File: config.mk
export PLATFORM = sky130hd
export DESIGN_NAME = job_fifo_with_cancel
export DESIGN_NICKNAME = d
export VERILOG_FILES = /design/src/hdl/jfc_pkg.sv /design/src/hdl/job_fifo_with_cancel.sv /design/src/hdl/jfc_store.sv
export SDC_FILE = /design/constraint.sdc
export NUM_CORES = 1
export LEC_CHECK = 0
export BUFFER_PORTS_ARGS = -buffer_cell sky130_fd_sc_hd__buf_2
export CORE_UTILIZATION = 35
export CTS_BUF_LIST = sky130_fd_sc_hd__clkbuf_16
export DETAILED_ROUTE_END_ITERATION = 10
export SKIP_LAST_GASP = 1
export SYNTH_ARGS = -nofsm -noshare
export SYNTH_HDL_FRONTEND = slang
export SYNTH_SLANG_ARGS = --single-unit
File: constraint.sdc
create_clock -name clk -period 3.2 [get_ports clk]
set_input_delay 0.48 -clock clk [delete_from_list [all_inputs] [get_ports clk]]
set_output_delay 0.48 -clock clk [all_outputs]
set_load 0.02 [all_outputs]
File: src/hdl/jfc_pkg.sv
package jfc_pkg;

    localparam int DEPTH     = 16;
    localparam int ID_BITS   = 16;
    localparam int TYPE_BITS = 2;
    localparam int SLOT_BITS = $clog2(DEPTH);
    localparam int CNT_BITS  = $clog2(DEPTH + 1);

    typedef logic [SLOT_BITS-1:0] slot_t;
    typedef logic [CNT_BITS-1:0]  count_t;
    typedef logic [ID_BITS-1:0]   job_id_t;
    typedef logic [TYPE_BITS-1:0] job_type_t;

    // command codes
    typedef enum logic [1:0] {
        CMD_ENQ    = 2'd0,
        CMD_DEQ    = 2'd1,
        CMD_CANCEL = 2'd2,
        CMD_LIST   = 2'd3
    } cmd_t;

    // status codes
    localparam logic [1:0] ST_OK       = 2'd0;
    localparam logic [1:0] ST_EMPTY    = 2'd1;
    localparam logic [1:0] ST_NOTFOUND = 2'd2;
    localparam logic [1:0] ST_FULL     = 2'd3;

    // write requests to the entry store
    typedef struct packed {
        logic      data_we;
        slot_t     data_addr;
        job_id_t   id;
        job_type_t jtype;
        logic      link_we;
        slot_t     link_addr;
        slot_t     link_val;
    } store_wr_t;

    // lowest slot whose used bit is clear
    function automatic slot_t first_free(input logic [DEPTH-1:0] used);
        slot_t idx;
        idx = '0;
        for (int k = DEPTH - 1; k >= 0; k--)
        begin
            if (!used[k])
            begin
                idx = slot_t'(k);
            end
        end
        return idx;
    endfunction

endpackage

File: src/hdl/job_fifo_with_cancel.sv
// enqueue, and any command on an empty queue, shows its result in the cycle after accept
// dequeue: the head entry is read through the store's read registers, then the result is registered;
// cancel and list walk the linked entries one per cycle from the head, through the linked reads
// on the single read port of the entry store; busy stays high until the final result
// throughput: one enqueue per cycle; the receiver cannot stall, results are strobed by done
// reset: asynchronous, clears the used map, head, tail and count; entry memories are not cleared
module job_fifo_with_cancel (
    input  logic                          clk,
    input  logic                          rst_n,
    input  logic                          start,
    output logic                          busy,
    input  logic [1:0]                    cmd,
    input  logic [jfc_pkg::ID_BITS-1:0]   job_id,
    input  logic [jfc_pkg::TYPE_BITS-1:0] job_kind,
    output logic                          done,
    output logic [1:0]                    status,
    output logic [jfc_pkg::ID_BITS-1:0]   out_job_id,
    output logic [jfc_pkg::TYPE_BITS-1:0] out_job_type,
    output logic                          last
);

    typedef enum logic [1:0] {
        S_IDLE = 2'b01,
        S_WALK = 2'b10
    } state_t;

    state_t                     state_reg, state_next;
    logic [jfc_pkg::DEPTH-1:0]  used_reg, used_next;
    jfc_pkg::slot_t             head_reg, head_next;
    jfc_pkg::slot_t             tail_reg, tail_next;
    jfc_pkg::count_t            count_reg, count_next;
    logic                       done_reg, done_next;

    jfc_pkg::cmd_t              cmd_reg, cmd_next;
    jfc_pkg::job_id_t           id_reg, id_next;
    jfc_pkg::slot_t             cur_reg, cur_next;
    jfc_pkg::slot_t             prev_reg, prev_next;
    jfc_pkg::slot_t             step_reg, step_next;
    logic [1:0]                 status_reg, status_next;
    jfc_pkg::job_id_t           oid_reg, oid_next;
    jfc_pkg::job_type_t         otype_reg, otype_next;
    logic                       last_reg, last_next;

    jfc_pkg::slot_t             rd_addr;
    jfc_pkg::store_wr_t         wr;
    jfc_pkg::job_id_t           rd_id;
    jfc_pkg::job_type_t         rd_type;
    jfc_pkg::slot_t             rd_link;
    jfc_pkg::slot_t             free_slot;
    logic                       last_step;

    jfc_store u_store (
        .clk     (clk),
        .rd_addr (rd_addr),
        .wr      (wr),
        .rd_id   (rd_id),
        .rd_type (rd_type),
        .rd_link (rd_link)
    );

    assign free_slot = jfc_pkg::first_free(used_reg);
    assign last_step = (jfc_pkg::count_t'(step_reg) + jfc_pkg::count_t'(1)) == count_reg;

    // read address follows the head when idle, the fetched link while walking
    assign rd_addr = (state_reg == S_IDLE) ? head_reg : rd_link;

    // command sequencer
    always_comb
    begin
        state_next  = state_reg;
        used_next   = used_reg;
        head_next   = head_reg;
        tail_next   = tail_reg;
        count_next  = count_reg;
        cmd_next    = cmd_reg;
        id_next     = id_reg;
        cur_next    = cur_reg;
        prev_next   = prev_reg;
        step_next   = step_reg;
        done_next   = 1'b0;
        status_next = jfc_pkg::ST_OK;
        oid_next    = '0;
        otype_next  = '0;
        last_next   = 1'b1;
        wr          = '0;

        unique case (state_reg)
            S_IDLE:
            begin
                if (start)
                begin
                    cmd_next  = jfc_pkg::cmd_t'(cmd);
                    id_next   = job_id;
                    cur_next  = head_reg;
                    prev_next = head_reg;
                    step_next = '0;
                    unique case (jfc_pkg::cmd_t'(cmd))
                        jfc_pkg::CMD_ENQ:
                        begin
                            done_next = 1'b1;
                            if (count_reg == jfc_pkg::count_t'(jfc_pkg::DEPTH))
                            begin
                                status_next = jfc_pkg::ST_FULL;
                            end
                            else
                            begin
                                wr.data_we   = 1'b1;
                                wr.data_addr = free_slot;
                                wr.id        = job_id;
                                wr.jtype     = job_kind;
                                wr.link_we   = (count_reg != '0);
                                wr.link_addr = tail_reg;
                                wr.link_val  = free_slot;
                                used_next    = used_reg
                                             | (jfc_pkg::DEPTH'(1) << free_slot);
                                if (count_reg == '0)
                                begin
                                    head_next = free_slot;
                                end
                                tail_next  = free_slot;
                                count_next = count_reg + jfc_pkg::count_t'(1);
                            end
                        end
                        default:
                        begin
                            if (count_reg == '0)
                            begin
                                done_next   = 1'b1;
                                status_next = (jfc_pkg::cmd_t'(cmd) == jfc_pkg::CMD_CANCEL)
                                            ? jfc_pkg::ST_NOTFOUND : jfc_pkg::ST_EMPTY;
                            end
                            else
                            begin
                                state_next = S_WALK;
                            end
                        end
                    endcase
                end
            end

            S_WALK:
            begin
                unique case (cmd_reg)
                    jfc_pkg::CMD_DEQ:
                    begin
                        done_next  = 1'b1;
                        oid_next   = rd_id;
                        otype_next = rd_type;
                        used_next  = used_reg & ~(jfc_pkg::DEPTH'(1) << cur_reg);
                        count_next = count_reg - jfc_pkg::count_t'(1);
                        if (count_reg == jfc_pkg::count_t'(1))
                        begin
                            head_next = '0;
                            tail_next = '0;
                        end
                        else
                        begin
                            head_next = rd_link;
                        end
                        state_next = S_IDLE;
                    end

                    jfc_pkg::CMD_LIST:
                    begin
                        done_next  = 1'b1;
                        oid_next   = rd_id;
                        otype_next = rd_type;
                        last_next  = last_step;
                        if (last_step)
                        begin
                            state_next = S_IDLE;
                        end
                        else
                        begin
                            cur_next  = rd_link;
                            step_next = step_reg + jfc_pkg::slot_t'(1);
                        end
                    end

                    jfc_pkg::CMD_CANCEL:
                    begin
                        if (rd_id == id_reg)
                        begin
                            // unlink the matching entry
                            done_next = 1'b1;
                            if (step_reg == '0)
                            begin
                                head_next = rd_link;
                            end
                            else
                            begin
                                wr.link_we   = 1'b1;
                                wr.link_addr = prev_reg;
                                wr.link_val  = rd_link;
                            end
                            if (last_step)
                            begin
                                tail_next = prev_reg;
                            end
                            used_next  = used_reg & ~(jfc_pkg::DEPTH'(1) << cur_reg);
                            count_next = count_reg - jfc_pkg::count_t'(1);
                            if (count_reg == jfc_pkg::count_t'(1))
                            begin
                                head_next = '0;
                                tail_next = '0;
                            end
                            state_next = S_IDLE;
                        end
                        else if (last_step)
                        begin
                            done_next   = 1'b1;
                            status_next = jfc_pkg::ST_NOTFOUND;
                            state_next  = S_IDLE;
                        end
                        else
                        begin
                            prev_next = cur_reg;
                            cur_next  = rd_link;
                            step_next = step_reg + jfc_pkg::slot_t'(1);
                        end
                    end

                    default:
                    begin
                        state_next = S_IDLE;
                    end
                endcase
            end

            default:
            begin
                state_next = S_IDLE;
            end
        endcase
    end

    // control state
    always_ff @(posedge clk or negedge rst_n)
    begin
        if (!rst_n)
        begin
            state_reg <= S_IDLE;
            used_reg  <= '0;
            head_reg  <= '0;
            tail_reg  <= '0;
            count_reg <= '0;
            done_reg  <= 1'b0;
        end
        else
        begin
            state_reg <= state_next;
            used_reg  <= used_next;
            head_reg  <= head_next;
            tail_reg  <= tail_next;
            count_reg <= count_next;
            done_reg  <= done_next;
        end
    end

    // transaction and result payload
    always_ff @(posedge clk)
    begin
        cmd_reg    <= cmd_next;
        id_reg     <= id_next;
        cur_reg    <= cur_next;
        prev_reg   <= prev_next;
        step_reg   <= step_next;
        status_reg <= status_next;
        oid_reg    <= oid_next;
        otype_reg  <= otype_next;
        last_reg   <= last_next;
    end

    assign busy         = (state_reg != S_IDLE);
    assign done         = done_reg;
    assign status       = status_reg;
    assign out_job_id   = oid_reg;
    assign out_job_type = otype_reg;
    assign last         = last_reg;

endmodule

File: src/hdl/jfc_store.sv
module jfc_store (
    input  logic                clk,
    input  jfc_pkg::slot_t      rd_addr,
    input  jfc_pkg::store_wr_t  wr,
    output jfc_pkg::job_id_t    rd_id,
    output jfc_pkg::job_type_t  rd_type,
    output jfc_pkg::slot_t      rd_link
);

    // entry payload and link memories, one write and one read port each
    logic [jfc_pkg::ID_BITS+jfc_pkg::TYPE_BITS-1:0] data_mem [jfc_pkg::DEPTH];
    jfc_pkg::slot_t                                 link_mem [jfc_pkg::DEPTH];

    logic [jfc_pkg::ID_BITS+jfc_pkg::TYPE_BITS-1:0] data_rd_reg;
    jfc_pkg::slot_t                                 link_rd_reg;

    // payload memory
    always_ff @(posedge clk)
    begin
        if (wr.data_we)
        begin
            data_mem[wr.data_addr] <= {wr.id, wr.jtype};
        end
        data_rd_reg <= data_mem[rd_addr];
    end

    // link memory
    always_ff @(posedge clk)
    begin
        if (wr.link_we)
        begin
            link_mem[wr.link_addr] <= wr.link_val;
        end
        link_rd_reg <= link_mem[rd_addr];
    end

    assign rd_id   = data_rd_reg[jfc_pkg::ID_BITS+jfc_pkg::TYPE_BITS-1:jfc_pkg::TYPE_BITS];
    assign rd_type = data_rd_reg[jfc_pkg::TYPE_BITS-1:0];
    assign rd_link = link_rd_reg;

endmodule

==> results.toml, run 1 <==
[clock_network]
cts_tree = "built"
cts_buffer_depth = 3
cts.root.buffer_cell = "clkbuf_16"
insertion_delay_ns = 0.56
path_clk_slew_ns = 0.06
hold_buffers = 0
htreeDepth = 2
cts.sinks = 457
numCtsBuffers = 44
postCtsSetupBuffers = 0
cts_resized = 0

[floorplan]
core_mm2 = 0.0517
die_h_um = 232
pin_count = 46
start_util_pct = 35.7
die_area_mm2 = 0.0537
std_cell_rows = 83
die_w_um = 232

[timing]
fin_setup_tns_ns = 0
worst_slew_pin_slew_ns = 1.07
period_needed_ns = 2.92
fin_skew_ns = 0.0128
hold_viol_final = 6
min_period_over_period_pct = 91.2
setup_viol = 0
slew_viol_final = 0
worst_slack_ns = 0.281
fmax_ghz = 0.343
max-slew-margin-rel_pct = 28.4
hold_ws_ns = -0.00674
rsz0062_at_grt = "no"

[setup_path]
worst_ep_required_time_ns = 3.60
crit_fanout = 10
crit_arrival_ns = 3.32
cp-start-kind = "flip-flop"
end_kind = "flip-flop"
r2r_slack_ns = 0.28
path_class = "reg -> reg"

[routing]
drc = 0
vias = 10200
routed_wl_um = 42300
vias_per_cell = 5.30
wl_per_cell_um = 22.0
drtIter0Drc = 1042
drt_pass1_iterations = 5
ant_nets = 0

[logic_synthesis]
syn-cell-area_mm2 = 0.0185
yosysSeqAreaShare_pct = 71.1
synth_cell_type_count = 68
synthTopCellsByArea = "edfxtp_1, mux4_2, dfxtp_1"
synth_top_cell_by_area = "edfxtp_1"
synthFlopType = "edfxtp_1"
synthesis.nets = 1130
avgSynthCellArea_um2 = 16.8
synthCells = 1099
yosysWarnings = 0
async_flop_share_pct = 7.00
yosysTopAreaCellShare_pct = 62.1
ys_seq_elements = 457
synth_edf_count = 382

[grt]
grt_util_all_layers_pct = 16.0
antenna_found_initial = 0
grt_pass1_vias = 10300
grt_pass1_wl_um = 64400
grt_max_degree = 45
overflow = 0

[placed_design]
place_congestion = 0.862
post_dp_cell_area_mm2 = 0.0200
io_buffers = 45
pre_cts_ws_ns = 0.287
dp_hpwl_um = 26700

[pwr]
leakage_nw = 7.48
power.density_mw_per_mm2 = 901
vdd_drop_max_v = 0.000558

[finish]
final_common_cell = "edfxtp_1"
fin_util_pct = 41.5
fillers = 4606
n_antenna_cell = 0
largest_reg_flops = 288
layout_common_cells = "edfxtp_1, nand2_1, mux4_2"
fin_nets = 1235
synthToLayoutAreaGrowth_pct = 16.4
stdcell_area_mm2 = 0.0215
layout-drive-gt1-share_pct = 25.3

[worst_hold_path]
min_path_type = "in -> async"

[outcome]
outcome = "complete, but fails checks"
violations = "hold timing"

[job]
cap_viol_max_count = 0
==> through the flow <==
stage | power, mW | cells
2_1_floorplan | 12.2 | 1099
3_3_place_gp | 14.3 | 1838
3_5_place_dp | 14.3 | 1838
4_1_cts | 19.6 | 1919
5_1_grt | 20.2 | 1919
6_report | 19.4 | 1919
==> power breakdown <==
part           total, mW  switching, mW  internal, mW
clock network       5.21           2.22          2.99
registers           7.49          0.480          7.01
logic               6.66           3.68          2.98
total               19.4           6.38          13.0
==> final cells by class <==
| type | count | area (µm²) | share of cell area, % |
|---|---|---|---|
| inverter | 19 | 71.3 | 0.332 |
| sequential | 457 | 13100 | 61.1 |
| clock inverter | 36 | 332 | 1.54 |
| clock buffer | 45 | 1130 | 5.24 |
| multi-input combinational | 566 | 5070 | 23.6 |
| timing repair buffer | 116 | 908 | 4.23 |
| tap | 680 | 851 | 3.96 |
==> kinds of logic (layout without fill, tap and decap cells) <==
| group | count (synthesis) | count (layout) | share of synthesized area [%] |
|---|---|---|---|
| multiplexers | 103 | 103 | 11.8 |
| flip-flops | 457 | 457 | 71.1 |
| adder cells (fa/ha/maj) | 8 | 8 | 0.542 |
| AO/OA/AOI/OAI | 136 | 136 | 5.33 |
| XOR/XNOR | 31 | 31 | 1.47 |
| AND/OR/NAND/NOR | 288 | 288 | 7.84 |
| buffers and inverters | 76 | 216 | 1.91 |
==> critical path, cell delays in order (launching register included) <==
cell,delay (ns)
dfstp_2,0.54
ha_1,0.31
mux2i_4,0.55
buf_4,0.35
mux4_2,0.52
and2_1,0.17
a211oi_1,0.25
a31oi_1,0.07
==> cell usage after synthesis (all sizes together) (7+ instances only) <==
library cell and count:
edfxtp 382, nand2 105, mux4 88, and2 43, dfxtp 43, nor2 41, dfrtp 31, o21ai 30
buf 29, clkbuf 28, a31oi 24, and3 23, a211oi 22, xor2 20, inv 19, a21oi 13
nor3 13, nand3 12, xnor2 11, mux2 9, nand4 9, ha 8, nor4 8, nand2b 7
==> routing by layer <==
| metal | global-route usage (%) | share of wire (%) | routed length, µm | up-vias |
|---|---|---|---|---|
| met3 | 2.52 | 5.0 | 2100 | 58 |
| met4 | 4.95 | 2.3 | 994 | 0 |
| met1 | 21.6 | 44 | 18500 | 5269 |
| li1 | - | - | - | 4535 |
| met5 | 0 | 0 | 0 | - |
| met2 | 26.7 | 49 | 20700 | 318 |
==> worst paths after layout <==
check	endpoint	from	cells after the start
worst min-delay path	count_reg[1]	rst_n	1
worst max-delay path	u_store.data_rd_reg[14]	state_reg[0]	7
max in group asynchronous	used_reg[11]	rst_n	1
worst max register to register	u_store.data_rd_reg[14]	state_reg[0]	7
min in group clk	id_reg[6]	job_id[6]	1
worst min register to register	out_job_id[10]	u_store.data_rd_reg[12]	1
Note: power is estimated with default switching activity, not from simulation.
==> inputs of run 2 (changes only) <==
clock period = 2.6 ns   (was 3.2 ns; I/O delays follow)
==> run 2 against run 1 <==
Compared with the run above: first-iteration DRC count down 12%; the run ends with setup timing left; hold slack better by 0.036 ns; largest power group is now combinational cells; critical path type unchanged; via count rose by 4.4%; combinational power is 56% higher; critical endpoint is now u_store.rd_link[0].
==> results.toml, run 2 (synthesis gave the netlist of run 1 again) <==
[clock_network]
cts_tree = "built"
insertion_delay_ns = 0.57
htreeDepth = 2
cts.sinks = 457
numCtsBuffers = 43
path_clk_slew_ns = 0.06
cts.root.buffer_cell = "clkbuf_16"
cts_buffer_depth = 3

[floorplan]
start_util_pct = 35.7
die_h_um = 232
pin_count = 46
core_mm2 = 0.0517
die_w_um = 232
std_cell_rows = 83
die_area_mm2 = 0.0537

[setup_path]
path_class = "reg -> reg"
crit_arrival_ns = 3.03
cp_slowest_stage_delay_ns = 0.56
worst_ep_required_time_ns = 3.03
crit_path_top_delay_cell = "dfstp_2"
crit_fanout = 5
crit_top_cell = "clkbuf_16"
cp-start-kind = "flip-flop"
r2r_cells = 10
worstPathCellList = "ha_4 > buf_6 > mux2i_4 > buf_4 > clkbuf_16 > clkbuf_16 > mux4_2 > and2_1 > a211oi_1 > a31oi_1"
end_kind = "flip-flop"
r2r_slack_ns = -0.004

[timing]
fmax_ghz = 0.384
rsz0062_at_grt = "yes"
fin_skew_ns = 0.0203
slew_viol_final = 0
min_period_over_period_pct = 100
worst_slack_ns = -0.00378
worst_slew_pin_slew_ns = 0.791
hold_ws_ns = 0.0290
period_needed_ns = 2.60
hold_viol_final = 0
max-slew-margin-rel_pct = 47.3
setup_viol = 3
fin_setup_tns_ns = -0.00534

[outcome]
violations = "setup timing"
outcome = "complete, but fails checks"

[finish]
largest_reg_flops = 288
final_common_cell = "edfxtp_1"
layout-drive-gt1-share_pct = 33.0
fillers = 4458
fin_nets = 1323
seq_area_mm2 = 0.0131
n_antenna_cell = 0
final_cells = 2005
multi_input_area_mm2 = 0.00535
layout_common_cells = "edfxtp_1, buf_4, nand2_1"
synthToLayoutAreaGrowth_pct = 23.2

[routing]
ant_nets = 0
routed_wl_um = 45400
drt_pass1_iterations = 6
wl_per_cell_um = 22.6
drtIter0Drc = 913
vias = 10600
drc = 0
vias_per_cell = 5.30

[grt]
busiest_layer = "met2"
overflow = 0
grtUsageMet3_pct = 2.61
grt_pass1_wl_um = 67600
grt_util_all_layers_pct = 16.9
grt_max_degree = 58
antenna_found_initial = 0
use_met1_pct = 22.9
use_met2_pct = 28.0
grt_pass1_vias = 10800

[placed_design]
dpl.cell_count = 1892
pre_cts_ws_ns = -0.167
dp_hpwl_um = 27200
io_buffers = 45
place_congestion = 0.882

[pwr]
power.total_mw = 25.8
swShare_pct = 32.7
switchingPower_mw = 8.43
power_frac_seq_pct = 35.6
pwr-share-comb_pct = 40.2
power.density_mw_per_mm2 = 1140
p_int_mw = 17.4
power_frac_clock_pct = 24.2
vdd_drop_max_v = 0.000554
leakage_nw = 8.05

[job]
cap_viol_max_count = 0

[worst_hold_path]
min_path_cells = 1
min_path_type = "in -> reg"
-- run 2: changes by cell type in the layout (fill, tap and decap cells not counted), sizes merged --
cell         change
inv              +4
clkbuf           +2
dlygate4sd3      +4
clkinvlp         -4
clkinv           -2
buf             +82
-- run 2: worst max-delay path: cells and delay by family (launching register included) --
kind	cells	cell delay [ns]
buf+inv	4	0.57
flops	1	0.56
compound gates	2	0.27
simple gates	1	0.17
fa+ha+maj	1	0.16
mux	2	0.73
-- run 2: timing repair --
action / in CTS / in global routing
gates resized for setup: 18 / 45
buffers inserted: 9 / 19
setup endpoints to repair: 94 / 433
hold endpoints to repair: 34 / 0
pin swaps: 2 / 9
hold buffers: 4 / 0
gates cloned: 1 / 3
-- run 2: area by class of cell --
cell class | instances | area share (%)
clock buffers | 44 | 4.84
clock inverters | 34 | 1.28
inverters | 19 | 0.314
multi-input cells | 566 | 23.5
flip-flops and latches | 457 | 57.8
well taps | 680 | 3.74
repair buffers | 205 | 8.53
-- run 2: worst paths after layout --
path	from	to
worst max register to register	state_reg[0]	u_store.rd_link[0]
max in group asynchronous	rst_n	head_reg[1]
worst min-delay path	job_id[1]	id_reg[1]
worst min register to register	tail_reg[0]	tail_reg[0]
min in group asynchronous	rst_n	count_reg[0]
worst max-delay path	state_reg[0]	u_store.rd_link[0]
-- run 2: through the flow --
stage	util, %	area [µm²]
after floorplan	-	18600
after global placement	40.0	20700
after detailed placement	40.0	20700
after CTS	43.1	22300
after global routing	44.0	22700
final	44.0	22700
-- run 2: power by group through the flow --
stage	clock, mW	sequential, mW	combinational, mW
3_5_place_dp	0	9.31	9.16
4_1_cts	6.37	9.16	9.64
3_3_place_gp	0	9.30	9.10
6_report	6.26	9.19	10.4
2_1_floorplan	0	9.09	5.99
5_1_grt	6.61	9.24	11.1
-- run 2: per-layer routing --
layer | up-vias | wire, µm
met5 | - | 0
met4 | 0 | 1070
met3 | 69 | 2720
met2 | 345 | 22100
met1 | 5510 | 19500
li1 | 4705 | -
